## config.mk

```make
export PLATFORM = sky130hd
export DESIGN_NAME = md5_message_digest_unit
export DESIGN_NICKNAME = d
export VERILOG_FILES = /design/src/rtl/md5_pkg.sv /design/src/rtl/md5_ram.sv /design/src/rtl/md5_message_digest_unit.sv
export SDC_FILE = /design/constraint.sdc
export NUM_CORES = 2
export LEC_CHECK = 0
export ABC_CLOCK_PERIOD_IN_PS = 12100
export BUFFER_PORTS_ARGS = -buffer_cell sky130_fd_sc_hd__buf_2
export CAP_MARGIN = 15
export CORE_MARGIN = 3
export CORE_UTILIZATION = 30
export CTS_BUF_LIST = sky130_fd_sc_hd__clkbuf_4
export CTS_CLUSTER_SIZE = 28
export DETAILED_ROUTE_END_ITERATION = 8
export PLACE_DENSITY = 0.57
export SETUP_SLACK_MARGIN = 0.05
export SLEW_MARGIN = 20
export SYNTH_ARGS = -nofsm -noshare
export SYNTH_HDL_FRONTEND = slang
export SYNTH_HIERARCHICAL = 1
export SYNTH_SLANG_ARGS = --single-unit
```

## constraint.sdc

```tcl
create_clock -name clk_i -period 12.1 [get_ports clk_i]
set_input_delay 3.025 -clock clk_i [delete_from_list [all_inputs] [get_ports clk_i]]
set_output_delay 3.025 -clock clk_i [all_outputs]
set_load 0.1 [all_outputs]
```

## src/rtl/md5_pkg.sv

```systemverilog
// Shared types, constants and round tables for the MD5 digest unit.
package md5_pkg;

  localparam int unsigned WordW      = 32;
  localparam int unsigned BlockWords = 16;
  localparam int unsigned PosW       = $clog2(BlockWords);
  localparam int unsigned LenW       = 64;
  localparam int unsigned RoundW     = 6;
  localparam int unsigned NumRounds  = 64;

  localparam logic [WordW-1:0] Iv0     = 32'h67452301;
  localparam logic [WordW-1:0] Iv1     = 32'hEFCDAB89;
  localparam logic [WordW-1:0] Iv2     = 32'h98BADCFE;
  localparam logic [WordW-1:0] Iv3     = 32'h10325476;
  localparam logic [7:0]       PadByte = 8'h80;
  localparam logic [PosW-1:0]  LenLoPos = 4'd14;
  localparam logic [PosW-1:0]  LenHiPos = 4'd15;

  typedef enum logic [2:0] {
    StIdle,
    StPad,
    StRound,
    StFold,
    StOut
  } md5_state_e;

  function automatic logic [WordW-1:0] sine_k(input logic [RoundW-1:0] r);
    logic [WordW-1:0] k;
    case (r)
      6'd0:  k = 32'hd76aa478;  6'd1:  k = 32'he8c7b756;
      6'd2:  k = 32'h242070db;  6'd3:  k = 32'hc1bdceee;
      6'd4:  k = 32'hf57c0faf;  6'd5:  k = 32'h4787c62a;
      6'd6:  k = 32'ha8304613;  6'd7:  k = 32'hfd469501;
      6'd8:  k = 32'h698098d8;  6'd9:  k = 32'h8b44f7af;
      6'd10: k = 32'hffff5bb1;  6'd11: k = 32'h895cd7be;
      6'd12: k = 32'h6b901122;  6'd13: k = 32'hfd987193;
      6'd14: k = 32'ha679438e;  6'd15: k = 32'h49b40821;
      6'd16: k = 32'hf61e2562;  6'd17: k = 32'hc040b340;
      6'd18: k = 32'h265e5a51;  6'd19: k = 32'he9b6c7aa;
      6'd20: k = 32'hd62f105d;  6'd21: k = 32'h02441453;
      6'd22: k = 32'hd8a1e681;  6'd23: k = 32'he7d3fbc8;
      6'd24: k = 32'h21e1cde6;  6'd25: k = 32'hc33707d6;
      6'd26: k = 32'hf4d50d87;  6'd27: k = 32'h455a14ed;
      6'd28: k = 32'ha9e3e905;  6'd29: k = 32'hfcefa3f8;
      6'd30: k = 32'h676f02d9;  6'd31: k = 32'h8d2a4c8a;
      6'd32: k = 32'hfffa3942;  6'd33: k = 32'h8771f681;
      6'd34: k = 32'h6d9d6122;  6'd35: k = 32'hfde5380c;
      6'd36: k = 32'ha4beea44;  6'd37: k = 32'h4bdecfa9;
      6'd38: k = 32'hf6bb4b60;  6'd39: k = 32'hbebfbc70;
      6'd40: k = 32'h289b7ec6;  6'd41: k = 32'heaa127fa;
      6'd42: k = 32'hd4ef3085;  6'd43: k = 32'h04881d05;
      6'd44: k = 32'hd9d4d039;  6'd45: k = 32'he6db99e5;
      6'd46: k = 32'h1fa27cf8;  6'd47: k = 32'hc4ac5665;
      6'd48: k = 32'hf4292244;  6'd49: k = 32'h432aff97;
      6'd50: k = 32'hab9423a7;  6'd51: k = 32'hfc93a039;
      6'd52: k = 32'h655b59c3;  6'd53: k = 32'h8f0ccc92;
      6'd54: k = 32'hffeff47d;  6'd55: k = 32'h85845dd1;
      6'd56: k = 32'h6fa87e4f;  6'd57: k = 32'hfe2ce6e0;
      6'd58: k = 32'ha3014314;  6'd59: k = 32'h4e0811a1;
      6'd60: k = 32'hf7537e82;  6'd61: k = 32'hbd3af235;
      6'd62: k = 32'h2ad7d2bb;  default: k = 32'heb86d391;
    endcase
    return k;
  endfunction

  function automatic logic [4:0] shift_amt(input logic [RoundW-1:0] r);
    logic [4:0] s;
    case ({r[5:4], r[1:0]})
      4'd0:  s = 5'd7;   4'd1:  s = 5'd12;  4'd2:  s = 5'd17;  4'd3:  s = 5'd22;
      4'd4:  s = 5'd5;   4'd5:  s = 5'd9;   4'd6:  s = 5'd14;  4'd7:  s = 5'd20;
      4'd8:  s = 5'd4;   4'd9:  s = 5'd11;  4'd10: s = 5'd16;  4'd11: s = 5'd23;
      4'd12: s = 5'd6;   4'd13: s = 5'd10;  4'd14: s = 5'd15;  default: s = 5'd21;
    endcase
    return s;
  endfunction

  // message word used by a round, mod 16
  function automatic logic [PosW-1:0] msg_index(input logic [RoundW-1:0] r);
    logic [PosW-1:0] lo;
    logic [PosW-1:0] idx;
    lo = r[3:0];
    case (r[5:4])
      2'd0:    idx = lo;
      2'd1:    idx = (lo << 2) + lo + 4'd1;
      2'd2:    idx = (lo << 1) + lo + 4'd5;
      default: idx = (lo << 3) - lo;
    endcase
    return idx;
  endfunction

  function automatic logic [WordW-1:0] rotl(input logic [WordW-1:0] v,
                                            input logic [4:0] s);
    logic [2*WordW-1:0] t;
    t = {v, v} << s;
    return t[2*WordW-1:WordW];
  endfunction

endpackage

```

## src/rtl/md5_ram.sv

```systemverilog
// Generic single-write, single-read RAM with registered read data.
module md5_ram #(
  parameter int unsigned Width = 32,
  parameter int unsigned Depth = 16,
  parameter int unsigned AddrW = $clog2(Depth)
) (
  input  logic             clk_i,
  input  logic             we_i,
  input  logic [AddrW-1:0] waddr_i,
  input  logic [Width-1:0] wdata_i,
  input  logic [AddrW-1:0] raddr_i,
  output logic [Width-1:0] rdata_o
);

  logic [Width-1:0] mem_q [Depth];
  logic [Width-1:0] rdata_q;

  always_ff @(posedge clk_i) begin
    if (we_i) begin
      mem_q[waddr_i] <= wdata_i;
    end
    rdata_q <= mem_q[raddr_i];
  end

  assign rdata_o = rdata_q;

endmodule

```

## src/rtl/md5_message_digest_unit.sv

```systemverilog
// MD5 digest unit: message word stream in, four digest words out.
//
//   channel | dir | tdata                               | tlast
//   s_axis  | in  | [31:0] message_word, [34:32] valid_bytes | last_word
//   m_axis  | out | [31:0] digest_word                  | digest_last
//
// A message word is taken whenever the unit is idle; the block words sit in a 16x32 RAM.
// Each sixteenth word starts a compression: one read lead, 64 rounds
// (one round a cycle, bounded by the RAM read port), one fold into the hash.
// After a last word, padding writes one word a cycle, then four digest items.
// Reset is asynchronous; no clearing pass is needed after it.
// While compressing, padding or holding a digest, s_axis_tready_o is low.
module md5_message_digest_unit
  import md5_pkg::*;
(
  input  logic        clk_i,
  input  logic        rst_ni,
  input  logic        s_axis_tvalid_i,
  output logic        s_axis_tready_o,
  input  logic [39:0] s_axis_tdata_i,  // [31:0] message_word, [34:32] valid_bytes
  input  logic        s_axis_tlast_i,  // last_word
  output logic        m_axis_tvalid_o,
  input  logic        m_axis_tready_i,
  output logic [31:0] m_axis_tdata_o,  // [31:0] digest_word
  output logic        m_axis_tlast_o   // digest_last
);

  md5_state_e       state_q, state_d;
  logic [PosW-1:0]  pos_q, pos_d;
  logic [LenW-1:0]  bitlen_q, bitlen_d;
  logic             pad_q, pad_d;
  logic             pad80_q, pad80_d;
  logic             lenlo_q, lenlo_d;
  logic             fin_q, fin_d;
  logic [RoundW:0]  round_q, round_d;
  logic [1:0]       oidx_q, oidx_d;
  logic [WordW-1:0] cv_q [4];
  logic [WordW-1:0] cv_d [4];
  logic [WordW-1:0] wv_q [4];
  logic [WordW-1:0] wv_d [4];

  logic             in_acc, out_acc;
  logic             wr_en;
  logic [WordW-1:0] wr_data;
  logic [PosW-1:0]  rd_addr;
  logic [WordW-1:0] rd_data;
  logic [WordW-1:0] in_word;
  logic [2:0]       in_count;
  logic [WordW-1:0] last_word;
  logic [WordW-1:0] pad_word;
  logic [RoundW:0]  round_m1;
  logic [RoundW-1:0] rnd;
  logic [WordW-1:0] mix, sum;

  assign in_word  = s_axis_tdata_i[31:0];
  assign in_count = (s_axis_tdata_i[34:32] > 3'd4) ? 3'd4 : s_axis_tdata_i[34:32];
  assign in_acc   = s_axis_tvalid_i && s_axis_tready_o;
  assign out_acc  = m_axis_tvalid_o && m_axis_tready_i;

  always_comb begin
    case (in_count)
      3'd0:    last_word = {24'h0, PadByte};
      3'd1:    last_word = {16'h0, PadByte, in_word[7:0]};
      3'd2:    last_word = {8'h0, PadByte, in_word[15:0]};
      3'd3:    last_word = {PadByte, in_word[23:0]};
      default: last_word = in_word;
    endcase
  end

  always_comb begin
    if (pad80_q) begin
      pad_word = {24'h0, PadByte};
    end else if (pos_q == LenLoPos) begin
      pad_word = bitlen_q[31:0];
    end else if (pos_q == LenHiPos && lenlo_q) begin
      pad_word = bitlen_q[63:32];
    end else begin
      pad_word = '0;
    end
  end

  md5_ram #(
    .Width(WordW),
    .Depth(BlockWords)
  ) u_ram (
    .clk_i  (clk_i),
    .we_i   (wr_en),
    .waddr_i(pos_q),
    .wdata_i(wr_data),
    .raddr_i(rd_addr),
    .rdata_o(rd_data)
  );

  // next state
  always_comb begin
    state_d = state_q;
    unique case (state_q)
      StIdle: begin
        if (in_acc) begin
          if (pos_q == LenHiPos) begin
            state_d = StRound;
          end else if (s_axis_tlast_i) begin
            state_d = StPad;
          end
        end
      end
      StPad: begin
        if (pos_q == LenHiPos) begin
          state_d = StRound;
        end
      end
      StRound: begin
        if (round_q == (RoundW+1)'(NumRounds)) begin
          state_d = StFold;
        end
      end
      StFold: begin
        if (fin_q) begin
          state_d = StOut;
        end else if (pad_q) begin
          state_d = StPad;
        end else begin
          state_d = StIdle;
        end
      end
      StOut: begin
        if (out_acc && oidx_q == 2'd3) begin
          state_d = StIdle;
        end
      end
      default: state_d = StIdle;
    endcase
  end

  // outputs
  always_comb begin
    s_axis_tready_o = 1'b0;
    m_axis_tvalid_o = 1'b0;
    wr_en           = 1'b0;
    wr_data         = pad_word;
    rd_addr         = msg_index(round_q[RoundW-1:0]);
    unique case (state_q)
      StIdle: begin
        s_axis_tready_o = 1'b1;
        wr_en           = s_axis_tvalid_i;
        wr_data         = s_axis_tlast_i ? last_word : in_word;
      end
      StPad:   wr_en = 1'b1;
      StOut:   m_axis_tvalid_o = 1'b1;
      default: ;
    endcase
  end

  assign m_axis_tdata_o = cv_q[oidx_q];
  assign m_axis_tlast_o = (oidx_q == 2'd3);

  assign round_m1 = round_q - (RoundW+1)'(1);
  assign rnd      = round_m1[RoundW-1:0];

  always_comb begin
    case (rnd[5:4])
      2'd0:    mix = (wv_q[1] & wv_q[2]) | (~wv_q[1] & wv_q[3]);
      2'd1:    mix = (wv_q[3] & wv_q[1]) | (~wv_q[3] & wv_q[2]);
      2'd2:    mix = wv_q[1] ^ wv_q[2] ^ wv_q[3];
      default: mix = wv_q[2] ^ (wv_q[1] | ~wv_q[3]);
    endcase
    sum = wv_q[0] + mix + sine_k(rnd) + rd_data;
  end

  // datapath
  always_comb begin
    pos_d    = pos_q;
    bitlen_d = bitlen_q;
    pad_d    = pad_q;
    pad80_d  = pad80_q;
    lenlo_d  = lenlo_q;
    fin_d    = fin_q;
    round_d  = round_q;
    oidx_d   = oidx_q;
    cv_d     = cv_q;
    wv_d     = wv_q;

    if (wr_en) begin
      pos_d = pos_q + PosW'(1);
    end

    unique case (state_q)
      StIdle: begin
        if (in_acc) begin
          if (s_axis_tlast_i) begin
            bitlen_d = bitlen_q + LenW'({in_count, 3'b000});
            pad_d    = 1'b1;
            pad80_d  = (in_count == 3'd4);
          end else begin
            bitlen_d = bitlen_q + LenW'(WordW);
          end
        end
      end
      StPad: begin
        if (pad80_q) begin
          pad80_d = 1'b0;
        end else if (pos_q == LenLoPos) begin
          lenlo_d = 1'b1;
        end else if (pos_q == LenHiPos && lenlo_q) begin
          fin_d = 1'b1;
        end
      end
      StRound: begin
        round_d = round_q + (RoundW+1)'(1);
        if (round_q != '0) begin
          wv_d[0] = wv_q[3];
          wv_d[1] = wv_q[1] + rotl(sum, shift_amt(rnd));
          wv_d[2] = wv_q[1];
          wv_d[3] = wv_q[2];
        end
      end
      StFold: begin
        for (int i = 0; i < 4; i++) begin
          cv_d[i] = cv_q[i] + wv_q[i];
        end
      end
      StOut: begin
        if (out_acc) begin
          oidx_d = oidx_q + 2'd1;
          if (oidx_q == 2'd3) begin
            cv_d[0]  = Iv0;
            cv_d[1]  = Iv1;
            cv_d[2]  = Iv2;
            cv_d[3]  = Iv3;
            bitlen_d = '0;
            pos_d    = '0;
            pad_d    = 1'b0;
            pad80_d  = 1'b0;
            lenlo_d  = 1'b0;
            fin_d    = 1'b0;
          end
        end
      end
      default: ;
    endcase

    // block full: start compression from the current chaining values
    if (wr_en && pos_q == LenHiPos) begin
      round_d = '0;
      wv_d    = cv_q;
    end
  end

  always_ff @(posedge clk_i or negedge rst_ni) begin
    if (!rst_ni) begin
      state_q  <= StIdle;
      pos_q    <= '0;
      bitlen_q <= '0;
      pad_q    <= 1'b0;
      pad80_q  <= 1'b0;
      lenlo_q  <= 1'b0;
      fin_q    <= 1'b0;
      round_q  <= '0;
      oidx_q   <= '0;
      cv_q[0]  <= Iv0;
      cv_q[1]  <= Iv1;
      cv_q[2]  <= Iv2;
      cv_q[3]  <= Iv3;
    end else begin
      state_q  <= state_d;
      pos_q    <= pos_d;
      bitlen_q <= bitlen_d;
      pad_q    <= pad_d;
      pad80_q  <= pad80_d;
      lenlo_q  <= lenlo_d;
      fin_q    <= fin_d;
      round_q  <= round_d;
      oidx_q   <= oidx_d;
      cv_q     <= cv_d;
    end
  end

  always_ff @(posedge clk_i) begin
    wv_q <= wv_d;
  end

endmodule

```

## Yosys cells after proc, flatten, opt, wreduce, memory -nomap -nowiden

Memory sizes are Yosys's and may differ from the RTL's. A register that Yosys moved wholly into a read port is not among the register bits.
Index checks and enable logic that the tools add are counted.

| word-level totals | value |
|---|---|
| bits in registers | 340 |
| RAM bits | 512 |
| input port bits | 45 |
| output and inout bits | 35 |
| memories | 3 |
| ROM bits | 2,128 |

Memory list:

| name | depth | width | read ports | clocked after memory_dff | wr ports | RTL line | source |
|---|---|---|---|---|---|---|---|
| (no name shown) | 64 | 32 | 1 | 0 | 0 | md5_pkg.sv:29 | `case (r)` |
| u_ram.mem_q | 16 | 32 | 1 | 1 | 1 | md5_ram.sv:15 | `logic [Width-1:0] mem_q [Depth];` |
| (no name shown) | 16 | 5 | 1 | 0 | 0 | md5_pkg.sv:68 | `case ({r[5:4], r[1:0]})` |

| operators by class | value |
|---|---|
| equal/unequal tests | 28 |
| mux-type cells | 60 |
| $lt $le $gt $ge | 2 |
| shifts and indexed selects | 1 |
| $add $sub $neg | 19 |
| reduce and logical (&&, ||, !) cells | 25 |
| bitwise operators | 13 |

Operator list:

| kind | number |
|---|---|
| 128-bit two-way mux | 5 |
| 32-bit adder | 8 |
| 64-bit two-way mux | 4 |
| 128-bit case mux with 2 select lines | 1 |
| 32-bit two-way mux | 7 |
| 32-bit bitwise AND | 4 |
| 32-bit case mux with 4 select lines | 1 |
| 64-bit case mux with 2 select lines | 1 |
| 32-bit OR | 3 |
| 32-bit case mux with 3 select lines | 1 |
| 32-bit XOR | 3 |
| 64-bit by 6-bit adder with 64-bit output | 1 |
| 64-bit by 6-bit adder with 64-bit output (second input constant) | 1 |
| 32-bit binary-select mux with 2-bit select | 1 |
| 32-bit NOT | 2 |
| 64-bit by 5-bit left shift with 64-bit output | 1 |
| 3-bit two-way mux | 8 |
| 2-bit inequality test (second input constant) | 11 |
| 5-bit AND reduction | 4 |
| 1-bit two-way mux | 16 |
| 4-bit two-way mux | 4 |
| 3-bit case mux with 5 select lines | 1 |
| 7-bit two-way mux | 2 |
| 3-bit by 2-bit equality test with 1-bit output (second input constant) | 4 |
| other kinds (31) | 54 |

## Logic depth before layout (Yosys ltp)

| depth | value |
|---|---|
| word-level depth | 12 |
| gate-level depth with buffers | 46 |
| depth with buffers taken out | 42 |

## By module

Netlist, hierarchy kept.

Modules (own cells, without submodules):

| module | cells an instance | area an instance (um^2) | times used |
|---|---|---|---|
| md5_message_digest_unit | 4,157 | 33,175.6 | 1 |
| md5_ram | 838 | 19,835.3 | 1 |

## Least setup slack after synthesis

Ideal clock, no wire load.

| path | value |
|---|---|
| kind | register to register |
| start | register round_q[0] |
| end | register wv_q[0] (netlist name) (enable) |
| arrival time | 10.822 ns |
| stages on the path, launching flop included | 9 |
| library setup time | 0.792 ns |
| path slack | 0.486 ns |
| clock period less this slack | 11.614 ns |
| cells stage by stage | dfrtp_1 > buf_2 > clkinv_1 > ha_1 > buf_2 > clkbuf_1 > nand3_1 > nor3_1 > o21ai_0 |

| between the ends | value |
|---|---|
| cells in the longest elaborated chain, start to end | 3 |

Ends and longest elaborated chain:

| element | RTL line | source |
|---|---|---|
| start, declared | md5_message_digest_unit.sv:35 | `logic [RoundW:0] round_q, round_d;` |
| start signal, assigned | md5_message_digest_unit.sv:272 | `round_q <= round_d;` |
| 7-bit nonzero test | md5_message_digest_unit.sv:210 | `if (round_q != '0) begin` |
| 2-bit nonzero test (no line) | -- |  |
| 2-bit AND reduction (no line) | -- |  |
| end signal, assigned | md5_message_digest_unit.sv:279 | `wv_q <= wv_d;` |
| end, declared | md5_message_digest_unit.sv:39 | `logic [WordW-1:0] wv_q [4];` |

No other way between the ends.
A chain may end at the register's enable or synchronous reset.

==> summary.md <==
| Metric | Value |
|---|---|
| Crit Path Max Fanout | 46 |
| Core area | 175000 um2 |
| Detail Placement HPWL | 112 mm |
| Inst Count DP | 7325 |
| Rows | 153 |
| Clock Tree Root | clkbuf_4 |
| Critical path's slowest cell | dfrtp_1 |
| Utilization after layout | 34.4% |
| IO Port Bufs | 74 |
| Most common flop cell mapped by yosys | edfxtp_1 |
| Seq/Total Area, Yosys | 47.5% |
| Cts repair resizes | 0 |
| Critical path startpoint | round_q[3] |
| Total length of routed wires | 167 mm |
| DIE HEIGHT | 426 um |
| Max frequency | 91.3 MHz |
| Post-Synthesis Net Count | 5337 |
| Area Growth Syn to Fin | 13.4% |
| FILL cells | 17500 |
| Total grt overflow | 0 |
| Vias in the first global route | 39600 |
| H-tree depth | 4 |
| Multiplexer share of the synthesized area | 8.58% |
| R2r endpoint | wv_q[95] |
| CTS tree | done |
| CTS Buf Count | 214 |
| Syn Area/Cell | 10.6 um2 |
| Startpoint Class | flop |
| Post-route setup slack | 1.14 ns |
| Worst-margin pin slew | 1.10 ns |
| CP Class | flop to flop |
| Die area | 182000 um2 |
| Critical Path AT | 11.88 ns |
| Largest net degree at the start of global routing | 129 |
| DR WL/cell | 21.6 um |
| Worst setup EP type | flop |
| Worst r2r src | round_q[3] |
| Via-per-instance ratio | 5.35 |
| Setup total negative slack | 0 ns |
| Hold crit path type | flop to flop |
| Post-synthesis compound-gate area fraction | 15.0% |
| Post-Syn Area | 53000 um2 |
| Number of routed nets with antenna violations | 0 |
| IO Pins | 80 |
| CTS hold repair buffers | 0 |
| CP peak stage delay | 0.72 ns |
| Layout cells sized above 1 | 17.8% |
| Initial antenna violation count | 5 |
| GP Congestion | 0.958 |
| Depth of the worst register-to-register path | 40 |
| Unrepaired setup endpoints after global routing | false |
| Synthesized instance count | 4995 |
| Post-synth EDFFs | 640 |
| Req. time, crit path | 13.02 ns |
| Starting Density | 30.3% |
| Synthesized flop and latch total | 881 |
| CTS sink cnt | 881 |
| Slew Viols, Final | 0 |
| XOR/XNOR Fraction of Synth Area | 5.02% |
| Die X | 426 um |
| Fin. Hold Viols | 0 |
| CTS clock-pin slew for the worst setup and hold paths | 0.08 ns |
| R2R Setup Slk | 1.14 ns |
| Final Cycle Share | 90.6% |
| Ys async rst share | 23.7% |
| Simple-gate share of the synthesized area | 12.5% |
| Final net count | 5558 |
| Max-Cap Viols | 0 |
| Final setup fails | 0 |
| Yosys warning total | 6 |
| Status | finished, final reports clean |
| Overall fraction of global-route tracks in use | 18.0% |
| Worst Skew | 0.0879 ns |
| Post-synthesis cell type count | 88 |
| Tmin final | 10.96 ns |
| CTS max path bufs | 3 |
| DRC Markers | 0 |
| Setup crit end | wv_q[95] |
| Rel. slew slack | 26.6% |
| Non-Filler Instances | 7735 |
| Postcts setup bufs | 0 |
| First-pass GRT wire length | 250 mm |
| Vias | 41300 |
| 1st-iter DRT viols | 3637 |
| Clk_lat worst skew | 1.20 ns |
| Adder-cell share of the synthesized area | 8.02% |
| Initial DRT Pass Iterations | 6 |
| Pre-CTS setup slack | 0.994 ns |
| Most frequent CP cell | buf_4 |
| Largest family of logic cells by synthesized area | compound AO/OA/AOI/OAI gates |
flip-flops by register name (all words and copies together), names as in the netlist:
name	flops
wv_q	128
round_q	7
cv_q	128
u_ram/mem_q	512
fin_q	1
pad_q	1
state_q	3
bitlen_q	61
pad80_q	1
oidx_q	2
u_ram/rdata_o	32
pos_q	4
lenlo_q	1
how the worst min path moves through the flow:
| stage | startpoint | endpoint | slack (ns) | depth (start not counted) |
|---|---|---|---|---|
| after floorplan | lenlo_q | lenlo_q | 0.46 | 2 |
| after detailed placement | lenlo_q | lenlo_q | 0.49 | 2 |
| after CTS | lenlo_q | lenlo_q | 0.50 | 2 |
| after global placement | lenlo_q | lenlo_q | 0.48 | 2 |
| after global routing | cv_q[20] | cv_q[20] | 0.55 | 2 |
| final | lenlo_q | lenlo_q | 0.50 | 2 |
critical path, delay by kind of cell (launching register included):
kind	cells	cell delay, ns
fa+ha+maj	5	1.96
xor+xnor	2	0.35
flops	1	0.72
compound gates	19	4.97
simple gates	4	0.44
buf+inv	8	1.51
mux	2	0.72
cells in the mapped netlist, drive strengths merged (12+ instances only):
cell	instances	share of area, %
xor2	162	2.7
nand4	28	0.33
o21ai	312	3.0
mux2	18	0.38
xnor2	141	2.3
o211ai	31	0.44
a31o	12	0.20
edfxtp	640	36
o31ai	24	0.34
and2	21	0.25
dfrtp	145	6.8
a31oi	69	0.81
clkbuf	200	1.4
nor2b	20	0.24
nand2	688	4.9
or3	30	0.35
dfxtp	32	1.2
mux4	165	7.0
ha	226	5.3
o21a	34	0.48
o22ai	22	0.26
nor3	90	0.85
o221ai	19	0.33
a22oi	97	1.4
nand2b	38	0.45
dfstp	64	3.2
and4	12	0.20
a21oi	366	3.5
and3	39	0.46
nand3	122	1.2
buf	69	0.60
mux2i	63	1.2
a21o	91	1.3
inv	194	1.4
o21bai	22	0.31
a211oi	50	0.71
nor2	417	3.0
a221oi	17	0.28
fa	71	2.7
cells by family after synthesis:
| group | Yosys count |
|---|---|
| AOI/OAI and AO/OA | 1271 |
| xor gates and xnor gates | 303 |
| adders and majority gates | 297 |
| buffers and inverters | 465 |
| DFF | 881 |
| muxes | 246 |
| and+or+nand+nor | 1532 |
through the flow:
| step | area, um2 | hold slack (ns) |
|---|---|---|
| after floorplan | 53000 | 0.462 |
| after global placement | 57100 | 0.479 |
| after detailed placement | 57100 | 0.487 |
| after CTS | 60100 | 0.503 |
| after global routing | 60100 | 0.550 |
| final | 60100 | 0.503 |
cell type report:
class | instances | area (um2) | area share, %
Inverter | 196 | 736 | 1.22
Antenna cell | 7 | 17.5 | 0.0291
Clock buffer | 342 | 2570 | 4.27
Timing Repair Buffer | 274 | 1980 | 3.30
Clock inverter | 61 | 363 | 0.604
Multi-Input combinational cell | 3649 | 26300 | 43.8
Sequential cell | 881 | 25200 | 41.9
Tap cell | 2325 | 2910 | 4.84
layout by cell type (no fill, tap or decap), types with 63 or more instances in the layout:
cell type / count
nand2_1: 687
edfxtp_1: 640
nor2_1: 400
a21oi_1: 363
clkbuf_4: 342
o21ai_0: 301
ha_1: 225
inv_1: 192
buf_4: 192
mux4_2: 165
xor2_1: 162
dfrtp_1: 144
xnor2_1: 134
nand3_1: 121
a22oi_1: 97
a21o_1: 91
nor3_1: 86
buf_2: 73
fa_1: 71
a31oi_1: 69
dfstp_2: 64
mux2i_1: 63
layer usage:
| layer | track usage (%) | vias to the layer above | share of wire [%] |
|---|---|---|---|
| met3 | 2.92 | 214 | 7.0 |
| li1 | - | 19000 | - |
| met2 | 28.6 | 1451 | 47 |
| met1 | 25.1 | 20700 | 44 |
| met5 | 0 | - | 0 |
| met4 | 5.34 | 0 | 2.1 |
Power is not shown: default switching activity piles up to over one toggle a cycle in this logic, so the estimate is an artifact.
